==> src/pgn_mul.sv <==
`timescale 1ns / 1ps
module pgn_mul (
  input  logic         clk_i,
  input  logic         rst_ni,
  input  logic         start_i,
  input  logic [63:0]  a_i,
  input  logic [63:0]  b_i,
  output logic         done_o,
  output logic [127:0] prod_o
);

  logic [63:0]  a_q, b_q, pp_q, pp_d;
  logic [127:0] acc_q;
  logic [1:0]   sh_q, sh_d;
  logic [2:0]   cnt_q;
  logic         busy_q, done_q;
  logic [31:0]  ma, mb;

  // one 32x32 partial product per cycle, low halves first
  always_comb begin
    case (cnt_q)
      3'd0: begin
        ma = a_q[31:0];  mb = b_q[31:0];  sh_d = 2'd0;
      end
      3'd1: begin
        ma = a_q[31:0];  mb = b_q[63:32]; sh_d = 2'd1;
      end
      3'd2: begin
        ma = a_q[63:32]; mb = b_q[31:0];  sh_d = 2'd1;
      end
      default: begin
        ma = a_q[63:32]; mb = b_q[63:32]; sh_d = 2'd2;
      end
    endcase
    pp_d = ma * mb;
  end

  always_ff @(posedge clk_i or negedge rst_ni) begin
    if (!rst_ni) begin
      busy_q <= 1'b0;
      done_q <= 1'b0;
      cnt_q  <= '0;
    end else begin
      done_q <= 1'b0;
      if (start_i) begin
        busy_q <= 1'b1;
        cnt_q  <= '0;
      end else if (busy_q) begin
        cnt_q <= cnt_q + 3'd1;
        if (cnt_q == 3'd4) begin
          busy_q <= 1'b0;
          done_q <= 1'b1;
        end
      end
    end
  end

  always_ff @(posedge clk_i) begin
    if (start_i) begin
      a_q   <= a_i;
      b_q   <= b_i;
      acc_q <= '0;
    end else if (busy_q) begin
      pp_q <= pp_d;
      sh_q <= sh_d;
      if (cnt_q != 3'd0) acc_q <= acc_q + ({64'd0, pp_q} << {sh_q, 5'd0});
    end
  end

  assign done_o = done_q;
  assign prod_o = acc_q;

endmodule

==> config.mk <==
export PLATFORM = sky130hd
export DESIGN_NAME = pgn_mul
export DESIGN_NICKNAME = d
export VERILOG_FILES = /design/src/pgn_mul.sv
export SDC_FILE = /design/constraint.sdc
export NUM_CORES = 2
export LEC_CHECK = 0
export BUFFER_PORTS_ARGS = -buffer_cell sky130_fd_sc_hd__buf_2
export CAP_MARGIN = 0
export CELL_PAD_IN_SITES_DETAIL_PLACEMENT = 1
export CELL_PAD_IN_SITES_GLOBAL_PLACEMENT = 1
export CORE_MARGIN = 8
export CORE_UTILIZATION = 46
export CTS_CLUSTER_DIAMETER = 50
export DETAILED_ROUTE_END_ITERATION = 12
export PLACE_DENSITY = 0.75
export SKIP_LAST_GASP = 1
export SYNTH_ARGS = -nofsm -noshare
export SYNTH_HDL_FRONTEND = slang
export SYNTH_SLANG_ARGS = --single-unit
==> constraint.sdc <==
create_clock -name clk_i -period 12.3 [get_ports clk_i]
set_clock_uncertainty 0.2 [all_clocks]
set_input_delay 2.46 -clock clk_i [delete_from_list [all_inputs] [get_ports clk_i]]
set_output_delay 2.46 -clock clk_i [all_outputs]
set_load 0.02 [all_outputs]
== After elaboration in Yosys (flattened, before gate mapping) ==
Index checks and enable logic that the tools add are counted.
Cells by class
  muxes and demuxes: 11
  equality and inequality tests: 3
  $mul: 1
  add/sub/neg operators: 2
  reductions and logical operators: 8
  bitwise operators: 1
  shift operators: 1
Operators by type and width (number)
  adder 128 bit: 1
  << shifter 64 x 7 -> 128 bit: 1
  multiplier 32 x 32 -> 64 bit: 1
  two-way mux 32 bit: 2
  two-way mux 1 bit: 6
  two-way mux 3 bit: 2
  OR reduction 2 bit: 3
  one-hot mux 2 bit (2 select lines): 1
  AND reduction 2 bit: 2
  adder 3 x 1 -> 3 bit, second input constant: 1
  equality test 3 x 1 -> 1 bit, second input constant: 1
  equality test 3 x 2 -> 1 bit, second input constant: 1
  equality test 3 bit, second input constant: 1
  zero test 3 bit: 1
  nonzero test 3 bit: 1
  nonzero test 2 bit: 1
  NOT 1 bit: 1
Storage, ports and cells
  input bits: 131
  register bits after elaboration: 327
  logic and storage cells: 35

== Depth between registers and ports, before layout ==
  depth in word-level cells: 4
  mapped depth: 39

== Least setup slack after synthesis ==
OpenSTA, ideal clock, no wires.
  path type: register to register
  start point: register cnt_q[0]
  end point: register pp_q[63] (data pin)
  arrival time: 9.355 ns
  path slack: 2.485 ns
  clock period less this slack: 9.815 ns
  data required time: 11.840 ns
  cell stages (with the launch flop): 38
  cell sequence: dfrtp_1 > inv_1 > ha_1 > clkbuf_1 > o21ai_0 > buf_1 > clkbuf_1 > buf_1 > mux2i_1 > clkbuf_1 > nor2_1 > fa_1 > inv_1 > fa_1 > fa_1 > fa_1 > inv_1 > fa_1 > [... 2 more ...] > inv_1 > fa_1 > inv_1 > fa_1 > inv_1 > ha_1 > clkbuf_1 > nand4_1 > nor2_1 > nand4_1 > a211oi_1 > o21ai_0 > a21boi_0 > a31oi_1 > o31ai_1 > a31oi_1 > o21ai_0 > xnor2_1
Between the ends
  longest elaborated chain between the ends: 4
RTL lines
  from (decl): line 15  | logic [2:0] cnt_q;
  from (signal assigned): line 49  | cnt_q <= cnt_q + 3'd1;
  equality test 3 x 1 -> 1 bit, or another cell as far along: line 21  | case (cnt_q)
  OR reduction 2 bit (no line)
  two-way mux 32 bit: line 21
  multiplier 32 x 32 -> 64 bit *: line 35  | pp_d = ma * mb;
  net pp_d[63]: line 12  | logic [63:0] a_q, b_q, pp_q, pp_d;
  to (signal assigned): line 64  | pp_q <= pp_d;
  to (decl): line 12
The timed path passes the listed nets; every way through them passes the cells marked *.
A chain may end at the register's enable or synchronous reset.

== Worst setup path after layout ==
Ends and elaborated chain as after synthesis.

==> metrics.txt <==
drc violations=0; worst path required time=12500 ps; ANT nets after route=0; gp weighted congestion=0.9975; Max clock buf depth=3; synthesized instance count=5994; min-delay worst type=flop to flop; I/O Buffers=259; setup ws final=between 1000 and 1500 ps; most common cell in the netlist=inv_1; Iter 0 DRT Violations=3218; nets=between 7000 and 8000; Synth area leaders=fa_1 34%, edfxtp_1 11%, ha_1 9.3%; ys async rst share=1.529%; H-Tree Depth=2; startpoint types=flop; layout cells sized above 1=9.750%; vias in the first global route=49700; Worst-Margin Slew=1312 ps; most frequent CP cell=inv_1; Min Hold Slack=274.6 ps; post-synth cell types=77; Final Hold Violating Endpoints=0; Root Driver=clkbuf_16; Layout fillers=approximately 13000; Post-synth EDFFs=approximately 190; Multi-input gate area=39960 um^2; sequential-to-total area share from yosys stat=16.10%; starting density of the core=46.29%; Synth top area share=33.97%; dpl hpwl=170.3 mm; Mean Syn Cell Area=8.819 um^2; placed cell area=between 50000 and 60000 um^2; Area Growth Syn to Fin=9.181%; WL/cell=27.23 um; Rel. slew slack=10.01%; post_cts resized=0; final number of setup-violating endpoints=0; FF+latch count, synth=327; TritonRoute pass-1 iters=5; antenna violations before repair=5; post-layout instance area=57710 um^2; CTS tree=done; CTS Buf Count=52; Max FO, Critical Path=15; predominant post-synthesis flop cell=edfxtp_1; CP arrival=11470 ps; Commonest cells post-synth=944 x inv_1, 897 x fa_1, 795 x nand2_1, 748 x nor2_1, 394 x ha_1; critical path class=flop to flop; Chip Height=355.0 um; num rows=124; clock latency on the worst-skew pair=670 ps; highest cell delay on the worst timing path=between 900 and 1000 ps; WL final=~210 mm; area of the die=around 130000 um^2; pin count of the biggest net entering global routing=97; Reg area=approximately 8500 um^2; post-CTS setup buffers=0; Clock transition at path regs=60 ps; hold buffers post-CTS=0; Final Max Tran Viols=0; RSZ-0062 raised after global routing=no; critical path's slowest cell=mux2i_2; TNS Setup=0 ps; syn nets=7416; status=finished, final reports clean; clock sink count=between 300 and 400; Via density=5.856; Warnings, synthesis=0; vias post-DR=44900; Die X=approximately 350 um; Max Cap Viol=0; Ports=260; grt total ovfl=0; CP Capture Type=flop; Max Clk Rate=88.78 MHz; final worst path period need=11260 ps; first-pass GRT wire length=around 310 mm; final worst path period share=91.58%; Synth area leader=fa_1; GR Util All Layers=between 30% and 40%; core area=114200 um^2; mapped cell area=52860 um^2; Place WS=1178 ps
## sequential cells by signal, summed over array words and instances, names as in the netlist
name,count
a_q,64
b_q,64
busy_q,1
cnt_q,3
done_o,1
pp_q,64
prod_o,128
sh_q,2
## worst paths after layout
kind	startpoint	slack, ps	endpoint	cells after the start
max reg2reg	cnt_q[0]	1040	pp_q[63]	35
max in group asynchronous	rst_ni	10270	done_o	1
min in group asynchronous	rst_ni	1440	busy_q	1
min reg2reg	prod_o[30]	270	prod_o[30]	2
max	cnt_q[0]	1040	pp_q[63]	35
min	prod_o[30]	270	prod_o[30]	2
## logic make-up (layout without fill, tap and decap cells)
kind of cell    Yosys count  after routing  synth area share (%)
compound gates          893            893                 10.54
xor+xnor                163            163                 2.701
fa+ha+maj              1291           1291                 43.30
buf+inv                1240           1400                 8.831
flops                   327            327                 16.10
mux                     161            161                 3.205
other cells               0              2                     0
simple gates           1919           1919                 15.32
## per-layer routing
metal | track usage (%) | part of all wire, % | vias to the layer above
met5 | 0 | 0.012 | -
met4 | 20.06 | 7.5 | 4
met3 | 6.650 | 8.7 | 628
met2 | 53.28 | 46 | 2040
met1 | 39.70 | 38 | 22880
li1 | - | - | 19350
## worst max-delay path: cells and delay by family, from the launching register on
kind,cells,cell delay [ps]
adders and majority gates,10,4280
and+or+nand+nor,2,190
xor gates and xnor gates,1,130
AOI/OAI and AO/OA,10,3460
DFF,1,410
muxes,1,960
buffers and inverters,11,1270
## layout by cell type (no fill, tap or decap), drive strengths merged, types with 16 or more instances in the layout
cell type / count
a211oi: 22
a21boi: 20
a21o: 109
a21oi: 324
a22o: 35
a31oi: 28
and2: 51
and3: 27
buf: 360
clkbuf: 56
clkinv: 16
dfxtp: 128
edfxtp: 194
fa: 897
ha: 394
inv: 957
mux2: 66
mux2i: 95
nand2: 796
nand2b: 23
nand3: 45
nand4: 74
nor2: 748
nor2b: 54
nor3: 32
o21a: 24
o21ai: 182
o21bai: 50
o31ai: 18
or3: 21
xnor2: 101
xor2: 62
## final cells by class
class / instances / area share, %
antenna: 2 / 0.008672
clock buffer: 56 / 2.298
clock inverter: 40 / 0.6937
inverter: 944 / 6.140
multi-input combinational: 4427 / 69.23
sequential: 327 / 14.75
tap: 1512 / 3.278
timing repair buffer: 360 / 3.599
## stage by stage
step,std cells,utilization (%)
6_report,7668,50.54
5_1_grt,7666,50.54
4_1_cts,7666,50.54
3_5_place_dp,7570,49.03
3_3_place_gp,7570,49.03
2_1_floorplan,5994,-
Power is not shown: default switching activity piles up to over one toggle a cycle in this logic, so the estimate is an artifact.
