<file path="config.mk">
export PLATFORM = sky130hd
export DESIGN_NAME = pgn_sqrt
export DESIGN_NICKNAME = d
export VERILOG_FILES = /design/src/pgn_sqrt.sv
export SDC_FILE = /design/constraint.sdc
export NUM_CORES = 1
export LEC_CHECK = 0
export BUFFER_PORTS_ARGS = -buffer_cell sky130_fd_sc_hd__buf_2
export CORE_ASPECT_RATIO = 0.7
export CORE_MARGIN = 1
export CORE_UTILIZATION = 41
export DETAILED_ROUTE_END_ITERATION = 12
export GPL_TIMING_DRIVEN = 0
export HOLD_SLACK_MARGIN = 0.03
export PLACE_DENSITY = 0.68
export SLEW_MARGIN = 20
export SYNTH_ARGS = -nofsm -noshare
export SYNTH_HDL_FRONTEND = slang
export SYNTH_SLANG_ARGS = --single-unit
</file>
<file path="constraint.sdc">
create_clock -name clk_i -period 11.8 [get_ports clk_i]
set_clock_uncertainty 0.05 [all_clocks]
set_input_delay 1.18 -clock clk_i [delete_from_list [all_inputs] [get_ports clk_i]]
set_output_delay 1.18 -clock clk_i [all_outputs]
set_load 0.005 [all_outputs]
</file>
<file path="src/pgn_sqrt.sv">
`timescale 1ns / 1ps
module pgn_sqrt (
  input  logic         clk_i,
  input  logic         rst_ni,
  input  logic         start_i,
  input  logic [127:0] rad_i,
  output logic         done_o,
  output logic [63:0]  root_o
);

  logic [127:0] rad_q;
  logic [64:0]  rem_q;
  logic [63:0]  root_q;
  logic [5:0]   cnt_q;
  logic         busy_q, done_q;
  logic [66:0]  r2, trial, diff;
  logic         take;

  assign r2    = {rem_q, rad_q[127:126]};
  assign trial = {1'b0, root_q, 2'b01};
  assign diff  = r2 - trial;
  assign take  = (r2 >= trial);

  always_ff @(posedge clk_i or negedge rst_ni) begin
    if (!rst_ni) begin
      busy_q <= 1'b0;
      done_q <= 1'b0;
      cnt_q  <= '0;
    end else begin
      done_q <= 1'b0;
      if (start_i) begin
        busy_q <= 1'b1;
        cnt_q  <= '0;
      end else if (busy_q) begin
        cnt_q <= cnt_q + 6'd1;
        if (cnt_q == 6'd63) begin
          busy_q <= 1'b0;
          done_q <= 1'b1;
        end
      end
    end
  end

  // one root bit per cycle from two radicand bits
  always_ff @(posedge clk_i) begin
    if (start_i) begin
      rad_q  <= rad_i;
      rem_q  <= '0;
      root_q <= '0;
    end else if (busy_q) begin
      rad_q  <= {rad_q[125:0], 2'b00};
      rem_q  <= take ? diff[64:0] : r2[64:0];
      root_q <= {root_q[62:0], take};
    end
  end

  assign done_o = done_q;
  assign root_o = root_q;

endmodule

</file>
* After elaboration in Yosys (flattened, before gate mapping)
Index checks and enable logic that the tools add are counted.
** Storage, ports and cells
- Flip-flop bits (word level) :: 265
- Bits of input ports :: 131
- Output and inout bits :: 65
** Cells by class
- Eq/ne operators :: 1
- Magnitude comparators :: 1
- $add $sub $neg :: 2
- Reductions and logical operators :: 1
- Multiplexer cells :: 11
** Operators with widths (number)
- 128-bit 2-to-1 mux :: 2
- 67-bit by 66-bit greater-or-equal comparator with 1-bit output :: 1
- 65-bit 2-to-1 mux :: 1
- 65-bit subtractor :: 1
- 6-bit 2-to-1 mux :: 2
- 6-bit by 1-bit adder with 6-bit output, second input constant :: 1
- 6-bit equality test, second input constant :: 1
- 1-bit 2-to-1 mux :: 6
- 2-bit nonzero test :: 1

* Longest topological paths before layout
Gate-level depths: netlist of the first run.
- Word-level depth :: 4
- Gate-level depth with buffers :: 14

* Worst setup path after synthesis of the first run
No wires, ideal clock.
- Path kind :: input -> register
- From :: input port start_i
- To :: register rad_q[0] (enable)
- Slack :: 7.235 ns
- Required time :: 11.270 ns
- Library setup time :: 0.480 ns
- Arrival :: 4.035 ns
- Stages :: 3
- Path through :: clkbuf_1 nor2_1 inv_1
** On the way
- Cells in the longest elaborated chain, start to end :: 1
** RTL lines
- from (decl) :: RTL line 5 : input logic start_i,
- 2-bit nonzero test (no source line)
- to (signal assigned) :: RTL line 47 : rad_q <= rad_i;
- to (signal assigned) :: RTL line 51 : rad_q <= {rad_q[125:0], 2'b00};
- to (decl) :: RTL line 11 : logic [127:0] rad_q;
Every way passes these cells.
A chain may end at the register's enable or synchronous reset.

* Worst setup path after layout of the first run
- From :: register root_q[0], in the netlist root_o[0]
- To :: register rem_q[62]
** On the way
- Cells in the longest elaborated chain, start to end :: 2
** RTL lines
- from (decl) :: RTL line 13 : logic [63:0] root_q;
- from (signal assigned) :: RTL line 53 : root_q <= {root_q[62:0], take};
- 65-bit subtractor or 67-bit by 66-bit greater-or-equal comparator with 1-bit output (tied branches) :: RTL line 21, 22
- 65-bit 2-to-1 mux * :: RTL line 52 : rem_q <= take ? diff[64:0] : r2[64:0];
- to (signal assigned) :: RTL line 52
- to (decl) :: RTL line 12 : logic [64:0] rem_q;
Every way passes the cells marked *; elsewhere a longest branch is shown, timed or not.

==> results of run 1 <==
## placed cells by master, fill, tap and decap left out, types with 5 or more instances in the layout
cell and count:
o21bai_1 7, nand2_1 94, a31oi_1 8, and2_1 8, nand2b_1 5, dfxtp_1 129
and4_1 7, dfrtp_1 8, mux2_2 127, mux2i_1 90, and3_1 9, a21oi_1 104
edfxtp_1 128, nand4_1 17, nor2b_1 8, clkbuf_1 68, nor3_1 19, xor2_1 21
a21o_1 27, o211ai_1 11, buf_2 205, a22oi_1 5, o21ai_0 68, xnor2_1 37
ha_1 67, nand3_1 13, o21a_1 11, a311oi_1 6, a211oi_1 51, buf_6 5
clkbuf_16 28, nor2_1 186, inv_1 88
## metal layers
metal	share of wire	GRT usage
met3	0.082	0.05126
met2	0.40	0.3059
met4	0.022	0.06171
met5	0.00073	0
met1	0.49	0.3289
## layout make-up
cell class / count / area [um^2]
Antenna cell: 4 / 10.01
Buffer: 81 / 385.4
Clock buffer: 42 / 753.2
Clock inverter: 10 / 106.4
Fill cell: 3463 / 18500
Inverter: 89 / 339.1
Multi-Input combinational cell: 1072 / 7600
Sequential cell: 265 / 6626
Tap cell: 480 / 600.6
Timing Repair Buffer: 195 / 998.5
## kinds of logic after synthesis
family | after synthesis
simple gates | 393
compound gates | 337
flops | 265
mux | 217
buf+inv | 170
fa+ha+maj | 67
xor+xnor | 58
## worst max-delay path, delay by kind of cell, from the launching register on
| kind | cells | cell delay [ps] |
|---|---|---|
| and+or+nand+nor | 5 | 1460 |
| AOI/OAI and AO/OA | 4 | 1140 |
| DFF | 1 | 490 |
| muxes | 1 | 390 |
| adders and majority gates | 1 | 350 |
| buffers and inverters | 1 | 80 |
## worst paths after layout
path	from	slack, ps	endpoint	cells after the start
hold reg to reg	rem_q[1]	450	rem_q[1]	2
setup / recovery	root_o[0]	7790	rem_q[62]	12
max in group asynchronous	rst_ni	11140	cnt_q[2]	1
setup reg to reg	root_o[0]	7790	rem_q[62]	12
min in group clk_i	rem_q[1]	450	rem_q[1]	2
hold / removal	rst_ni	380	cnt_q[3]	1
## registers in the layout (all words and copies together), names as in the netlist
signal and count:
rem_q 65, rad_q 128, root_o 64, busy_q 1, cnt_q 6, done_o 1
## power groups by stage
stage / Clock, mW / Combinational (mW) / Sequential, mW
2_1_floorplan: 0 / 1.70 / 1.18
3_3_place_gp: 0 / 2.21 / 1.21
3_5_place_dp: 0 / 2.22 / 1.22
4_1_cts: 0.867 / 2.24 / 1.20
5_1_grt: 0.904 / 2.50 / 1.22
6_report: 0.850 / 2.29 / 1.20
==> metrics.csv, run 1 <==
stage,metric,value,unit
outcome,status,finished clean,
place,place.gp.congestion,0.9523,
logic_synthesis,synth_seq_cells,265,
logic_synthesis,synth_fa_ha_area_frac,0.05609,
critical_path,cp_slowest_cell,a211oi_1,
cts,path_clk_slew,70,ps
sta,drv_slew,0,
place,place_ws,8007,ps
critical_path,worstPathArrival,4480,ps
floorplan,die_h,161.7,um
cells_and_area,drive_gt1_frac,0.2212,
place,place.port_buffers,194,
cts,post_cts_resized,0,
critical_path,slowest_delay,550,ps
cts,postCtsSetupRepairBufs,0,
drt,viasPerCell,5.412,
sta,whs,383.4,ps
logic_synthesis,yosys.area.top_type,edfxtp_1,
cts,hold_buffers,0,
power_and_ir_drop,power_density,249.6,nW/um^2
critical_path,worstPathCellList,inv_1 > ha_1 > nor2b_1 > o2111ai_1 > and4_1 > o21ai_0 > nand2_1 > a211oi_1 > nor3_1 > nor4_1 > mux2_2 > a21oi_1,
logic_synthesis,synth-compound-area-share,0.1429,
logic_synthesis,synthSimpleGateAreaFrac,0.1195,
cells_and_area,finalNetCount,1930,
drt,wire_per_inst,18.46,um
power_and_ir_drop,power.share.clock,0.196,
grt,antenna_found_initial,7,
logic_synthesis,yosys.cell_types.count,70,
logic_synthesis,async_flop_share,0.03019,
critical_path,cp-end-kind,register,
sta,max_freq,249.4,MHz
logic_synthesis,synth_top_family_by_area,multiplexers,
sta,period_needed,4009,ps
cts,h-tree-depth,1,
grt,grt_max_degree,76,
sta,final.period_utilization,0.3398,
cts,numCtsBuffers,28,
cts,root_buffer,clkbuf_16,
logic_synthesis,syn-num-nets,1705,
grt,globalRouteOverflowTotal,0,
cts,clk_latency,580,ps
drt,drt_iter0_drc,833,
logic_synthesis,yosys_warnings,0,
power_and_ir_drop,power_switching,1.835,mW
sta,grt_setup_unrepaired,no,
logic_synthesis,synth_most_common_cell,nor2_1,
place,dpl.hpwl,31.00,mm
drt,finalWirelength,41.31,mm
logic_synthesis,synth-main-ff-cell,dfxtp_1,
cells_and_area,synthToLayoutAreaGrowth,16.55,%
floorplan,core-area,35920,um^2
power_and_ir_drop,p_comb_frac,0.527,
floorplan,std_cell_rows,58,
logic_synthesis,avgSynthCellArea,9.917,um^2
drt,vias,12110,
cells_and_area,fin_cells,2238,
floorplan,io_pins,196,
critical_path,worstPathRequired,12270,ps
critical_path,crit_fanout,4,
cts,cts_sinks,265,
floorplan,die_w,230.2,um
logic_synthesis,netlist_area,14950,um^2
grt,track_usage,0.2181,
power_and_ir_drop,p_seq_frac,0.277,
sta,worstMarginPinSlew,936.1,ps
logic_synthesis,synth-xor-area-share,0.03399,
logic_synthesis,synthTopCellsByCount,"nor2_1, dfxtp_1, edfxtp_1",
critical_path,cp-start-kind,register,
sta,slew_headroom,0.3759,
logic_synthesis,syn_inst,1507,
power_and_ir_drop,swShare,0.4221,
sta,setup_ws,7791,ps
logic_synthesis,muxShareOfSynthArea,0.1560,
drt,route.detailed.drc,0,
power_and_ir_drop,p_leak,7.698,nW
power_and_ir_drop,peakVddDrop,0.0001275,V
place,post-place-cells,2182,
logic_synthesis,yosysSeqAreaShare,0.4434,
hold_path,hp-class,in2async,
cts,clockBufferDepth,3,
grt,grt_pass1_wl,64.14,mm
critical_path,path_class,reg2reg,
cells_and_area,final_core_util,0.4849,
run,cap_violations,0,
drt,firstDrtPassIters,5,
logic_synthesis,synth_top_cell_area_share,0.2572,
logic_synthesis,yosys-top-cells-area,"edfxtp_1, dfxtp_1, mux2_2",
sta,setup-tns-final,0,ps
power_and_ir_drop,internal_power,2.512,mW
sta,setup_viol,0,
sta,finalHoldViolations,0,
floorplan,initial_core_util,0.4161,
grt,grt_pass1_vias,11600,
power_and_ir_drop,fin_total_pwr,4.347,mW
cts,cts_tree,built,
drt,ant_nets,0,
place,placed_cell_area,16550,um^2
logic_synthesis,synth_edf_count,128,
floorplan,dieArea,37230,um^2
cells_and_area,final_area,17420,um^2
Note: power is estimated with default switching activity, not from simulation.
==> run 2, diff against run 1 <==
==> constraint.sdc (replaced) <==
create_clock -name clk_i -period 3.7 [get_ports clk_i]
set_clock_uncertainty 0.05 [all_clocks]
set_input_delay 0.37 -clock clk_i [delete_from_list [all_inputs] [get_ports clk_i]]
set_output_delay 0.37 -clock clk_i [all_outputs]
set_load 0.005 [all_outputs]
==> run 2 against run 1 <==
Effect of this change:
- flip-flop and latch count unchanged
- sequential share of layout area down 2.7 points
- clock power rose to 3.6 times the previous value
- largest power group unchanged
- highest routed layer is now met4
==> metrics.csv, run 2 (same netlist as run 1, synthesis figures left out) <==
stage,metric,value,unit,change
cells_and_area,synthToLayoutAreaGrowth,25.63,%,
cts,clk_latency,580,ps,about the same
run,cap_violations,0,,unchanged
cts,clockBufferDepth,3,,unchanged
floorplan,core-area,35920,um^2,unchanged
cells_and_area,top_register,rad_q,,
cts,root_buffer,clkbuf_16,,
floorplan,die_h,161.7,um,unchanged
cells_and_area,final_core_util,0.5227,,+0.03776
grt,grt_max_degree,37,,-51%
hold_path,min-delay-start,rad_i[41],,
critical_path,cp-start-kind,register,,
outcome,status,finished clean,,
power_and_ir_drop,internal_power,8.341,mW,+230%
sta,slew_headroom,0.3457,,-0.03022
cts,cts_sinks,265,,unchanged
critical_path,path_class,reg2reg,,
critical_path,crit_fanout,4,,unchanged
place,place.port_buffers,194,,unchanged
cells_and_area,largest_reg_flops,128,,unchanged
sta,grt_setup_unrepaired,no,,
drt,ant_nets,0,,unchanged
power_and_ir_drop,power.share.clock,0.210,,+0.014
place,dpl.hpwl,31.76,mm,+2.5%
sta,setup_ws,116.3,ps,-7675 ps
power_and_ir_drop,p_leak,8.277,nW,+7.5%
sta,worstMarginPinSlew,981.4,ps,+45.33 ps
cells_and_area,drive_gt1_frac,0.2210,,about the same
cts,h-tree-depth,1,,unchanged
cells_and_area,finalNetCount,2048,,+6.1%
power_and_ir_drop,p_seq_frac,0.266,,-0.011
grt,grt_pass1_vias,12510,,+7.9%
critical_path,cp-end-kind,register,,
cells_and_area,final_common_cell,buf_2,,
floorplan,initial_core_util,0.4161,,unchanged
place,place.gp.congestion,0.9548,,+0.26%
critical_path,startpoint,root_o[0],,
power_and_ir_drop,swShare,0.4227,,+0.0005558
sta,max_freq,279.0,MHz,+12%
drt,vias,12870,,+6.3%
sta,finalHoldViolations,0,,unchanged
drt,firstDrtPassIters,5,,unchanged
floorplan,std_cell_rows,58,,unchanged
cts,cts_tree,built,,
drt,viasPerCell,5.466,,+1.0%
drt,route.detailed.drc,0,,unchanged
hold_path,hp-class,in2reg,,
floorplan,die_w,230.2,um,unchanged
power_and_ir_drop,fin_total_pwr,14.45,mW,+230%
floorplan,dieArea,37230,um^2,unchanged
cells_and_area,final_cell_mix,"buf_2, nor2_1, dfxtp_1",,
grt,track_usage,0.2395,,+0.02146
grt,globalRouteOverflowTotal,0,,unchanged
power_and_ir_drop,peakVddDrop,0.0005172,V,+310%
cts,path_clk_slew,60,ps,about the same
power_and_ir_drop,power_switching,6.107,mW,+230%
sta,setup_viol,0,,unchanged
place,place_ws,-44.15,ps,-8051 ps
floorplan,io_pins,196,,unchanged
cts,numCtsBuffers,29,,+3.6%
sta,final.period_utilization,0.9686,,+0.6288
cells_and_area,fin_cells,2355,,+5.2%
critical_path,worstPathRequired,4110,ps,-8160 ps
critical_path,r2r-start,root_o[0],,
place,post-place-cells,2184,,+0.092%
drt,drt_iter0_drc,956,,+15%
grt,grt_pass1_wl,70.13,mm,+9.3%
sta,setup-tns-final,0,ps,unchanged
grt,antenna_found_initial,3,,-4
cells_and_area,fillers,3222,,-7.0%
power_and_ir_drop,p_comb_frac,0.524,,-0.003
drt,finalWirelength,45.79,mm,+11%
drt,wire_per_inst,19.44,um,+5.3%
power_and_ir_drop,power_density,769.5,nW/um^2,+210%
sta,drv_slew,0,,unchanged
critical_path,worstPathArrival,4000,ps,-480 ps
sta,period_needed,3584,ps,-425.3 ps
==> run 2: cell types whose count changed in the layout (fill, tap and decap cells not counted), moves of 3 or more <==
cell / delta
buf_12: +3
clkbuf_1: -12
dlygate4sd3_1: +115
clkinv_2: +3
clkinv_4: +4
==> run 2: timing repair <==
item                       CTS  global route
hold buffers               115             0
gates resized for setup      1            17
setup buffers                0             0
setup endpoints to repair    1            34
hold endpoints to repair   122             0
==> run 2: final timing paths <==
check | endpoint | slack (ps) | cells after the start
worst max-delay path | rem_q[60] | 120 | 12
worst min-delay path | rad_q[41] | 60 | 2
worst max register to register | rem_q[60] | 120 | 12
worst min register to register | rem_q[1] | 430 | 2
max in group asynchronous | cnt_q[0] | 3300 | 2
min in group asynchronous | done_o | 140 | 2
==> run 2: through the flow <==
stage / hold slack [ps] / cell area [um^2]
CTS: 30.09 / 18710
detailed placement: 166.3 / 16580
global route: 46.87 / 18780
global placement: 166.4 / 16520
floorplan: 24.41 / 14950
finish: 56.25 / 18780
==> run 2: power groups by stage <==
stage | Clock, mW | Combinational (mW) | Sequential (mW)
5_1_grt | 3.20 | 8.25 | 3.88
6_report | 3.03 | 7.57 | 3.85
2_1_floorplan | 0 | 5.43 | 3.77
3_3_place_gp | 0 | 7.04 | 3.87
3_5_place_dp | 0 | 7.11 | 3.88
4_1_cts | 3.07 | 7.27 | 3.82
==> run 2: layer usage <==
layer	track usage	share of wire
met3	0.05284	0.083
met1	0.3448	0.46
met4	0.06442	0.025
met2	0.3605	0.43
met5	0	0
==> run 2: worst max-delay path, cell delays in order (launching register included) <==
cell       delay [ps]
dfxtp_1           500
inv_1              90
ha_1              350
nor2b_2           190
o2111ai_1         260
a32oi_1           230
o21a_1            270
o211ai_1          270
nand2_1           180
a21boi_1          380
o21ai_0           200
xor2_1            180
a221o_1           330
==> run 2: final cells by class <==
| cell class | count | area [um^2] | area share |
|---|---|---|---|
| antenna | 2 | 5.005 | 0.0002666 |
| buffer | 81 | 390.4 | 0.02079 |
| clock buffer | 34 | 754.5 | 0.04018 |
| clock inverter | 20 | 215.2 | 0.01146 |
| inverter | 89 | 337.8 | 0.01799 |
| multi-input combinational | 1072 | 7664 | 0.4082 |
| sequential | 265 | 6626 | 0.3529 |
| tap | 480 | 600.6 | 0.03199 |
| timing repair buffer | 312 | 2182 | 0.1162 |
