$ cat src/pgn_pkg.sv
`timescale 1ns / 1ps
package pgn_pkg;

  localparam int BODIES     = 2;
  localparam int BODY_W     = (BODIES > 1) ? $clog2(BODIES) : 1;
  localparam int FRAC_BITS  = 32;
  localparam int COEF_SHIFT = 60;
  localparam int NUM_PHASES = 9;

  typedef logic signed [63:0] s64_t;

  localparam s64_t S64_MAX = 64'sh7FFF_FFFF_FFFF_FFFF;
  localparam s64_t S64_MIN = 64'sh8000_0000_0000_0000;

  // PEFRL coefficients, 60 fraction bits
  localparam s64_t K_ZETA   = 64'sd205932413227106388;
  localparam s64_t K_LAMBDA = -64'sd244813463359671934;
  localparam s64_t K_CHI    = -64'sd76397862353831931;
  localparam s64_t K_ONE    = 64'sd1152921504606846976;
  localparam s64_t K_C1     = K_ONE / 2 - K_LAMBDA;
  localparam s64_t K_C2     = K_ONE - 2 * (K_CHI + K_ZETA);

  localparam logic [32:0] TS_RESET   = 33'd42949673;
  localparam logic [62:0] GC_RESET   = 63'd1 << FRAC_BITS;
  localparam logic [62:0] MASS_RESET = 63'd1 << FRAC_BITS;

  localparam logic [1:0] REG_TIME_STEP  = 2'd0;
  localparam logic [1:0] REG_GRAV_CONST = 2'd1;

  localparam logic MODE_LOAD = 1'b0;
  localparam logic MODE_STEP = 1'b1;

  function automatic logic [63:0] mag64(input s64_t x);
    return x[63] ? (~x + 64'd1) : x;
  endfunction

  function automatic s64_t apply_sign(input logic [63:0] c, input logic neg);
    return neg ? s64_t'(~c + 64'd1) : s64_t'(c);
  endfunction

  function automatic s64_t sat_add(input s64_t a, input s64_t b);
    logic signed [64:0] s;
    s = {a[63], a} + {b[63], b};
    if (s[64] != s[63]) return s[64] ? S64_MIN : S64_MAX;
    return s[63:0];
  endfunction

  function automatic s64_t sat_sub(input s64_t a, input s64_t b);
    logic signed [64:0] s;
    s = {a[63], a} - {b[63], b};
    if (s[64] != s[63]) return s[64] ? S64_MIN : S64_MAX;
    return s[63:0];
  endfunction

  // signed floor of a magnitude product shifted right, saturated
  function automatic s64_t mul_post(input logic [127:0] p, input logic neg,
                                    input logic s60);
    logic [127:0]        sp;
    logic signed [127:0] sh;
    sp = neg ? (~p + 128'd1) : p;
    if (s60) sh = $signed(sp) >>> COEF_SHIFT;
    else     sh = $signed(sp) >>> FRAC_BITS;
    if ((&sh[127:63]) || !(|sh[127:63])) return sh[63:0];
    return sp[127] ? S64_MIN : S64_MAX;
  endfunction

  function automatic logic [127:0] shl_frac(input logic [63:0] x);
    return {64'd0, x} << FRAC_BITS;
  endfunction

  function automatic s64_t coef_of(input logic [3:0] phase);
    case (phase)
      4'd0, 4'd8: return K_ZETA;
      4'd1, 4'd7: return K_C1;
      4'd2, 4'd6: return K_CHI;
      4'd3, 4'd5: return K_LAMBDA;
      4'd4:       return K_C2;
      default:    return K_ZETA;
    endcase
  endfunction

endpackage

$ cat src/pgn_div.sv
`timescale 1ns / 1ps
module pgn_div (
  input  logic         clk_i,
  input  logic         rst_ni,
  input  logic         start_i,
  input  logic [127:0] num_i,
  input  logic [63:0]  den_i,
  output logic         done_o,
  output logic [63:0]  quo_o
);

  logic [63:0] rem_q, nlo_q, quo_q, den_q;
  logic [5:0]  cnt_q;
  logic        busy_q, done_q;
  logic        ovf;
  logic [64:0] r2, diff;
  logic        take;

  assign ovf  = (num_i[127:64] >= den_i);
  assign r2   = {rem_q, nlo_q[63]};
  assign diff = r2 - {1'b0, den_q};
  assign take = (r2 >= {1'b0, den_q});

  always_ff @(posedge clk_i or negedge rst_ni) begin
    if (!rst_ni) begin
      busy_q <= 1'b0;
      done_q <= 1'b0;
      cnt_q  <= '0;
    end else begin
      done_q <= 1'b0;
      if (start_i) begin
        cnt_q <= '0;
        if (ovf) done_q <= 1'b1;
        else     busy_q <= 1'b1;
      end else if (busy_q) begin
        cnt_q <= cnt_q + 6'd1;
        if (cnt_q == 6'd63) begin
          busy_q <= 1'b0;
          done_q <= 1'b1;
        end
      end
    end
  end

  // one quotient bit per cycle, restoring
  always_ff @(posedge clk_i) begin
    if (start_i) begin
      rem_q <= num_i[127:64];
      nlo_q <= num_i[63:0];
      den_q <= den_i;
      quo_q <= ovf ? 64'(pgn_pkg::S64_MAX) : 64'd0;
    end else if (busy_q) begin
      rem_q <= take ? diff[63:0] : r2[63:0];
      nlo_q <= {nlo_q[62:0], 1'b0};
      quo_q <= {quo_q[62:0], take};
    end
  end

  assign done_o = done_q;
  assign quo_o  = quo_q[63] ? 64'(pgn_pkg::S64_MAX) : quo_q;

endmodule

$ cat config.mk
export PLATFORM = sky130hd
export DESIGN_NAME = pgn_div
export DESIGN_NICKNAME = d
export VERILOG_FILES = /design/src/pgn_pkg.sv /design/src/pgn_div.sv
export SDC_FILE = /design/constraint.sdc
export NUM_CORES = 1
export LEC_CHECK = 0
export BUFFER_PORTS_ARGS = -buffer_cell sky130_fd_sc_hd__buf_2
export CAP_MARGIN = 30
export CORE_MARGIN = 2
export CORE_UTILIZATION = 58
export DETAILED_ROUTE_END_ITERATION = 10
export HOLD_SLACK_MARGIN = 0.1
export PLACE_DENSITY = 0.81
export SETUP_SLACK_MARGIN = 0.5
export SYNTH_ARGS = -nofsm -noshare
export SYNTH_HDL_FRONTEND = slang
export SYNTH_SLANG_ARGS = --single-unit
$ cat constraint.sdc
create_clock -name clk_i -period 6.4 [get_ports clk_i]
set_input_delay 1.28 -clock clk_i [delete_from_list [all_inputs] [get_ports clk_i]]
set_output_delay 1.28 -clock clk_i [all_outputs]
set_load 0.005 [all_outputs]
# Word-level counts from Yosys, hierarchy flattened
# Index checks and enable logic that the tools add are counted.
totals:
  n_memories: 0
  ramBits: 0
  mem_bits_ro: 0
  in_bits: 195
  latch_bits: 0
  elab_cells: 33
  regBits: 264
  output_inout_bits: 65
op_classes:
  eq_ne: 2
  bitwise: 0
  n_addsub: 2
  mul: 0
  n_lt_le_gt_ge: 2
  shift: 0
  n_div: 0
  n_mux: 19
  n_reduce_logical: 1
ops:
  columns: ["op", "n"]
  rows:
  - ["64-bit 2-to-1 mux", 7]
  - ["63-bit 2-to-1 mux", 2]
  - ["65-bit by 64-bit >= comparator with 1-bit output", 1]
  - ["64-bit >= comparator", 1]
  - ["64-bit subtractor", 1]
  - ["6-bit 2-to-1 mux", 2]
  - ["1-bit 2-to-1 mux", 8]
  - ["6-bit by 1-bit adder with 6-bit output, second input constant", 1]
  - ["6-bit equality test, second input constant", 1]
  - ["2-bit != test, second input constant", 1]
  - ["2-bit nonzero test", 1]

# Logic depth before layout (Yosys ltp)
# Gate-level depths: netlist of run 1.
depth:
  depth_word: 4
  mapped_depth: 15

# Worst setup path after synthesis of run 1
# No wires, ideal clock.
synth_path:
  path_type: "input port to flip-flop"
  from: "input start_i"
  to: "register nlo_q[0] (enable)"
  setup_slack_ns: -0.497
  setup_ns: 1.529
  t_arrival_ns: 5.367
  stages: 5
  required_time_ns: 4.871
  cell_sequence: "clkbuf_1 inv_1 buf_1 clkbuf_1 nand2_1"
synth_between:
  elab_chain_cells: 1
synth_lines:
  columns: ["item", "line_no", "text"]
  rows:
  - ["from (decl)", "pgn_div.sv:5", "input logic start_i,"]
  - ["2-bit nonzero test (no line)", null, null]
  - ["to (signal assigned)", "pgn_div.sv:49", "nlo_q <= num_i[63:0];"]
  - ["to (signal assigned)", "pgn_div.sv:54", "nlo_q <= {nlo_q[62:0], 1'b0};"]
  - ["to (decl)", "pgn_div.sv:12", "logic [63:0] rem_q, nlo_q, quo_q, den_q;"]
# Every way passes these cells.
# A chain may end at the register's enable or synchronous reset.

# Worst setup path in the final report of run 1
layout_path:
  from: "input den_i[25]"
  to: "register quo_q[13] (data pin)"
layout_between:
  elab_chain_cells: 3
layout_lines:
  columns: ["item", "line_no", "text"]
  rows:
  - ["from (decl)", "pgn_div.sv:7", "input logic [63:0] den_i,"]
  - ["64-bit >= comparator", "pgn_div.sv:19", "assign ovf = (num_i[127:64] >= den_i);"]
  - ["63-bit 2-to-1 mux", "pgn_div.sv:51", "quo_q <= ovf ? 64'(pgn_pkg::S64_MAX) : 64'd0;"]
  - ["64-bit 2-to-1 mux", "pgn_div.sv:47", "if (start_i) begin"]
  - ["to (signal assigned)", "pgn_div.sv:51", null]
  - ["to (signal assigned)", "pgn_div.sv:55", "quo_q <= {quo_q[62:0], take};"]
  - ["to (decl)", "pgn_div.sv:12", null]
# Every way passes these cells.

==> metrics.yaml, run 1 <==
outcome: "finished, final reports clean"
cts.sink_count: 264
hold_viol: 0
maxSlewHeadroom_pct: 38.40
cts_resized: 0
nets: 2167
rsz0062_at_grt: "no"
utilization_pct: 67.95
area_delta_synth_final_pct: 15.47
syn_nets: 1949
crit_required_ps: 6710
p_leak_nw: 8.626
clkTransAtPathRegs_ps: 60
io_pins: 260
place_area_um2: 18420
rows: 62
syn_avg_cell_area_um2: 10.37
fin_area_um2: 19450
start_util_pct: 58.85
gp_congestion: 0.9228
final_layout_size_suffix_gt1_share_pct: 25.62
cts_hold_buffers: 0
hp-class: "in -> async"
ys_dominant_reg_cell: "edfxtp_1"
cts_tree: "yes"
grt_first_pass_wirelength_mm: 67.03
track_usage_pct: 27.11
whs_ps: 539.2
synth_commonest_cells: "256 x edfxtp_1, 161 x inv_1, 135 x a21oi_1"
synth_top_area_share_pct: 45.64
first_pass_iters: 5
synth_most_common_cell: "edfxtp_1"
io_buffers: 258
fmax_ghz: 0.2469
end_kind: "flop"
antenna_found_initial: 8
core_area_um2: 28630
synth-seq-cells: 264
startpoint_type: "input port"
period_needed_ps: 4049
fin_worst_skew_ps: 18.78
cap_violations: 0
drt_iter0_drc: 827
grt_max_degree: 119
vias: 13210
period_share_pct: 63.27
worstPathArrival_ps: 4360
htreeDepth: 1
synth_area_um2: 16840
avgRoutedWirePerCell_um: 18.53
synthTopCellsByArea: "edfxtp_1 46%, ha_1 9.6%, mux2_2 4.8%"
die_area_um2: 30420
synth-edff-count: 256
synthArstFlopShare_pct: 3.030
post-dp-hpwl_mm: 30.18
drt-total-wl_mm: 41.77
r2r-end: "rem_q[60]"
rrSetupSlack_ps: 2530
path_class: "in -> reg"
r2r_start: "nlo_q[63]"
finalSetupTns_ps: 0
post-cts-setup-buffers: 0
ys_seq_area_share_pct: 46.82
pwr_density_cell_nw_per_um2: 403.3
crit_fanout: 53
synth.largest_area_cell: "edfxtp_1"
cts_root_buf: "clkbuf_16"
grt_pass1_vias: 13310
die_w_um: 174.4
routed_via_density: 5.859
route.detailed.drc: 0
tightest_slew_ps: 924.1
insertion_delay_ps: 570
clockBufferDepth: 3
syn_inst: 1624
setup-violations-final: 0
cp-startpoint: "den_i[25]"
peakVddDrop_mv: 0.2874
yosys_warnings: 0
die_h_um: 174.4
grt-ovfl-total: 0
ant_nets: 0
numCtsBuffers: 30
synth_cell_type_count: 76
reg2reg_depth: 14
finalMaxSlewViolations: 0
metrics by stage:
step                      cells  total power, mW  setup slack (ps)
final                      2254            7.845              2351
after global routing       2250            8.360              2225
after CTS                  2250            7.824              2391
after detailed placement   2194            6.015              1825
after global placement     2192            5.910              1672
after floorplan            1624            5.145              1441
worst max path at each step:
stage | slack, ps | endpoint | cells past startpoint
floorplan | 1440 | nlo_q[0] | 5
global placement | 1670 | quo_q[0] | 12
detailed placement | 1820 | quo_q[45] | 13
CTS | 2390 | quo_q[10] | 13
global route | 2220 | rem_q[25] | 11
finish | 2350 | quo_q[13] | 14
sequential cells by signal (all words and copies together) (netlist names):
signal,count
nlo_q,64
busy_q,1
cnt_q,6
quo_q,64
done_o,1
den_q,64
rem_q,64
routing by layer:
| layer | global-route usage (%) | vias to the layer above | share of wire [%] |
|---|---|---|---|
| met3 | 7.962 | 91 | 8.8 |
| met1 | 34.71 | 6322 | 41 |
| li1 | - | 6358 | - |
| met2 | 44.86 | 427 | 47 |
| met4 | 7.703 | 8 | 2.6 |
| met5 | 0 | - | 0.12 |
cells by family (layout without fill, tap and decap cells):
group                      Yosys count  in the layout  share of synthesized area, %
buffers and inverters              246            488                         5.705
xor gates and xnor gates            59             59                         3.068
other                                1              5                       0.02226
and+or+nand+nor                    378            378                         11.31
DFF                                264            264                         46.82
muxes                               76             76                         5.051
adders and majority gates          130            130                         9.701
AOI/OAI and AO/OA                  470            470                         18.32
worst max-delay path: stages:
cell      delay (ps)
buf_2             90
inv_1             40
ha_1             280
a21o_1           180
a21o_1           170
a21oi_1          200
o221ai_1         170
a221oi_1         420
nor2_1           120
o311ai_1         310
o211ai_1         230
or2_2            460
buf_12           240
o21a_1           130
power by group:
part           internal, mW  total, mW  switching [mW]  leakage, nW
Clock                  1.06       1.78           0.723        0.495
Combinational          1.47       3.53            2.06         5.38
Sequential             2.34       2.53           0.187         2.75
Total                  4.87       7.84            2.97         8.63
layout by cell type (no fill, tap or decap), types with 5 or more instances in the layout:
cell type and count:
nor2_1 78, o21ai_1 11, mux2_2 72, o21a_1 81, clkbuf_16 30, inv_1 160, o21bai_1 15, buf_4 11
nand3_1 11, a21boi_0 6, and2_1 5, or2_2 67, xor2_1 29, and3_1 11, nor2b_1 5, xnor2_1 30
clkbuf_1 6, edfxtp_1 256, nor4_1 10, nand2b_1 7, nand4_1 37, a21o_1 66, buf_2 257, a31oi_1 20
or3_1 6, o211ai_1 8, nor3_1 17, nand2_1 110, o21ai_0 63, a211oi_1 12, a21oi_1 135, a221oi_1 6
ha_1 129, dfrtp_1 8
area by class of cell:
cell class              instances  area, µm²
inverters                     161      604.3
fillers                      2213       9174
well taps                     384      480.5
clock inverters                17      211.5
flip-flops and latches        264       7888
clock buffers                  39      814.5
repair buffers                271       1430
multi-input cells            1114       8013
diodes                          4      10.01
(Power assumes the default switching activity.)
==> inputs of run 2 (changes only) <==
ABC_AREA = 1   (was default)
CORE_UTILIZATION = 60   (was 58)
PLACE_DENSITY = 0.83   (was 0.81)
clock period = 4.2 ns   (was 6.4 ns; I/O delays follow)
==> run 2 against run 1 <==
Routed wire length rose by 38%; sequential cell count did not move; global-route usage rose by 6.6 points; total power rose by 74%; sequential share of layout area fell by 5.0 points; non-clock buffer count rose by 1; area after synthesis rose by 16%; first-iteration DRC count rose by 77%; final area rose by 14%; via count rose by 38%; critical endpoint is now rem_q[46]; largest cell class unchanged.
==> metrics.yaml, run 2 <==
p_leak_nw: 12.50  # +45%
grt_max_degree: 102  # -14%
nets: 3338  # +54%
ant_nets: 0  # unchanged
core_area_um2: 32370  # +13%
numCtsBuffers: 29  # -3.3%
syn_avg_cell_area_um2: 7.048  # -32%
vias: 18290  # +38%
grt_first_pass_wirelength_mm: 89.72  # +34%
drt-total-wl_mm: 57.48  # +38%
setup-violations-final: 0  # unchanged
crit_fanout: 19  # -64%
synth_commonest_cells: "1236 x nand2_1, 505 x inv_1, 256 x edfxtp_1"
place_area_um2: 21190  # +15%
route.detailed.drc: 0  # unchanged
period_needed_ps: 3157
clockBufferDepth: 3  # unchanged
insertion_delay_ps: 610  # +40 ps
routed_via_density: 5.259  # -10%
die_area_um2: 34110  # +12%
layout_commonest_cell: "nand2_1"
clkTransAtPathRegs_ps: 60  # about the same
path_cells: "ha_1 > nand2_1 > inv_1 > nand2_1 > nand3_1 > nand2_1 > nand2_1 > a21oi_1 > nand2_1 > nor2_2 > nand2_4 > buf_4 > nand2_2 > nand2_1 > nand2_1 > nand2_1"
cts.sink_count: 264  # unchanged
cap_violations: 0  # unchanged
maxSlewHeadroom_pct: 35.80  # -2.6 points
fmax_ghz: 0.3168
post-dp-hpwl_mm: 44.81  # +49%
peakVddDrop_mv: 0.3895  # +36%
antenna_found_initial: 9  # +1
crit_buf_inv: 2  # -1
rsz0062_at_grt: "no"
most-common-layout-cells: "1234 x nand2_1, 504 x inv_1, 257 x buf_2, 256 x edfxtp_1, 129 x ha_1"
ys_seq_area_share_pct: 40.27  # -6.6 points
startpoint_type: "flop"
gp_congestion: 0.9881  # +7.1%
io_pins: 260  # unchanged
first_pass_iters: 6  # +1
syn_nets: 3104  # +59%
fin_worst_skew_ps: 40.16  # +21.37 ps
path_common_cell: "nand2_1"
hold_viol: 0  # unchanged
ys_dominant_reg_cell: "edfxtp_1"
finalSetupTns_ps: 0  # unchanged
cts_hold_buffers: 1  # +1
io_buffers: 258  # unchanged
worstPathArrival_ps: 3490  # -870 ps
outcome: "finished, final reports clean"
area_delta_synth_final_pct: 13.29
synth-edff-count: 256  # unchanged
end_kind: "flop"
hp-class: "in -> reg"
synthArstFlopShare_pct: 3.030  # unchanged
htreeDepth: 1  # unchanged
synth_cell_type_count: 34  # -55%
syn_inst: 2779  # +71%
grt-ovfl-total: 0  # unchanged
period_share_pct: 75.17
finalMaxSlewViolations: 0  # unchanged
cts_root_buf: "clkbuf_16"
drt_iter0_drc: 1467  # +77%
synthTopCellsByArea: "edfxtp_1 39%, nand2_1 24%, inv_1 9.7%"
grt_pass1_vias: 17430  # +31%
final_layout_size_suffix_gt1_share_pct: 13.78  # -12 points
fin_area_um2: 22190  # +14%
post-cts-setup-buffers: 0  # unchanged
cts_tree: "yes"
slowest_stage: "ha_1"
start_util_pct: 60.51  # +1.7 points
avgRoutedWirePerCell_um: 16.53  # -11%
die_w_um: 184.7  # +5.9%
tightest_slew_ps: 963.0  # +38.88 ps
yosys_warnings: 0  # unchanged
die_h_um: 184.7  # +5.9%
rows: 66  # +6.5%
pwr_density_cell_nw_per_um2: 614.1  # +52%
track_usage_pct: 33.76  # +6.6 points
critical-path-top-delay-family: "simple AND/OR/NAND/NOR gates"
synth.largest_area_cell: "edfxtp_1"
cts_resized: 0  # unchanged
synth_top_area_share_pct: 39.25  # -6.4 points
path_class: "reg -> reg"
synth_most_common_cell: "nand2_1"
crit_required_ps: 4530  # -2180 ps
critical-path-max-stage-delay_ps: 420  # -40 ps
utilization_pct: 68.55  # +0.60 points
synth-seq-cells: 264  # unchanged
synth_area_um2: 19590  # +16%
-- run 2: cell count changes after synthesis, moves of 18 or more --
cell and change:
o21a_1 -80, a21oi_1 -63, xor2_1 -29, clkbuf_1 -27, nand2_1 +1125, mux2_2 -72, nand4_1 -18, nor2_1 +47
nand3b_1 +51, a31oi_1 -20, nand3_1 +117, a21o_1 -66, o21ai_0 -41, inv_1 +344
-- run 2: final timing paths --
check / cells after the start / start / end / slack, ps
setup / recovery: 16 / rem_q[50] / rem_q[46] / 1040
hold / removal: 1 / den_i[58] / den_q[58] / 420
setup reg to reg: 16 / rem_q[50] / rem_q[46] / 1040
hold reg to reg: 1 / cnt_q[4] / cnt_q[4] / 480
max in group asynchronous: 2 / rst_ni / cnt_q[2] / 3380
min in group asynchronous: 2 / rst_ni / busy_q / 610
-- run 2: per-stage QoR --
step,instances,worst slack (ps),hold slack (ps),power (mW)
3_5_place_dp,3423,661.9,469.8,10.80
2_1_floorplan,2779,640.6,432.8,8.826
3_3_place_gp,3423,724.3,455.2,10.65
5_1_grt,3476,705.6,408.6,14.64
4_1_cts,3476,1060,402.3,13.53
6_report,3477,1043,423.8,13.63
-- run 2: logic make-up (layout without fill, tap and decap cells) --
group | after synthesis | in the layout | share of synthesized area (%)
AO/OA/AOI/OAI | 96 | 96 | 2.479
other | 1 | 2 | 0.01914
flip-flops | 264 | 264 | 40.27
adder cells (fa/ha/maj) | 130 | 130 | 8.342
AND/OR/NAND/NOR | 1675 | 1675 | 35.68
buffers and inverters | 582 | 837 | 11.82
XOR/XNOR | 31 | 31 | 1.386
-- run 2: power by group --
part / internal, mW / switching, mW / leakage (nW)
Combinational: 2.39 / 4.68 / 9.17
Clock: 1.58 / 1.12 / 0.488
Sequential: 3.57 / 0.287 / 2.84
-- run 2: per-layer routing --
layer,global-route usage (%),share of wire (%),vias up
met5,0,0.16,-
met4,10.51,3.5,16
met3,7.093,8.4,111
met2,56.72,47,740
met1,43.78,41,8383
li1,-,-,9037
-- run 2: layout make-up --
| type | instances | area, µm² |
|---|---|---|
| clock buffers | 31 | 733.2 |
| multi-input cells | 1933 | 9403 |
| flip-flops and latches | 264 | 7888 |
| diodes | 1 | 2.502 |
| well taps | 442 | 553.0 |
| clock inverters | 21 | 251.5 |
| inverters | 513 | 1931 |
| fillers | 2776 | 10180 |
| repair buffers | 272 | 1430 |
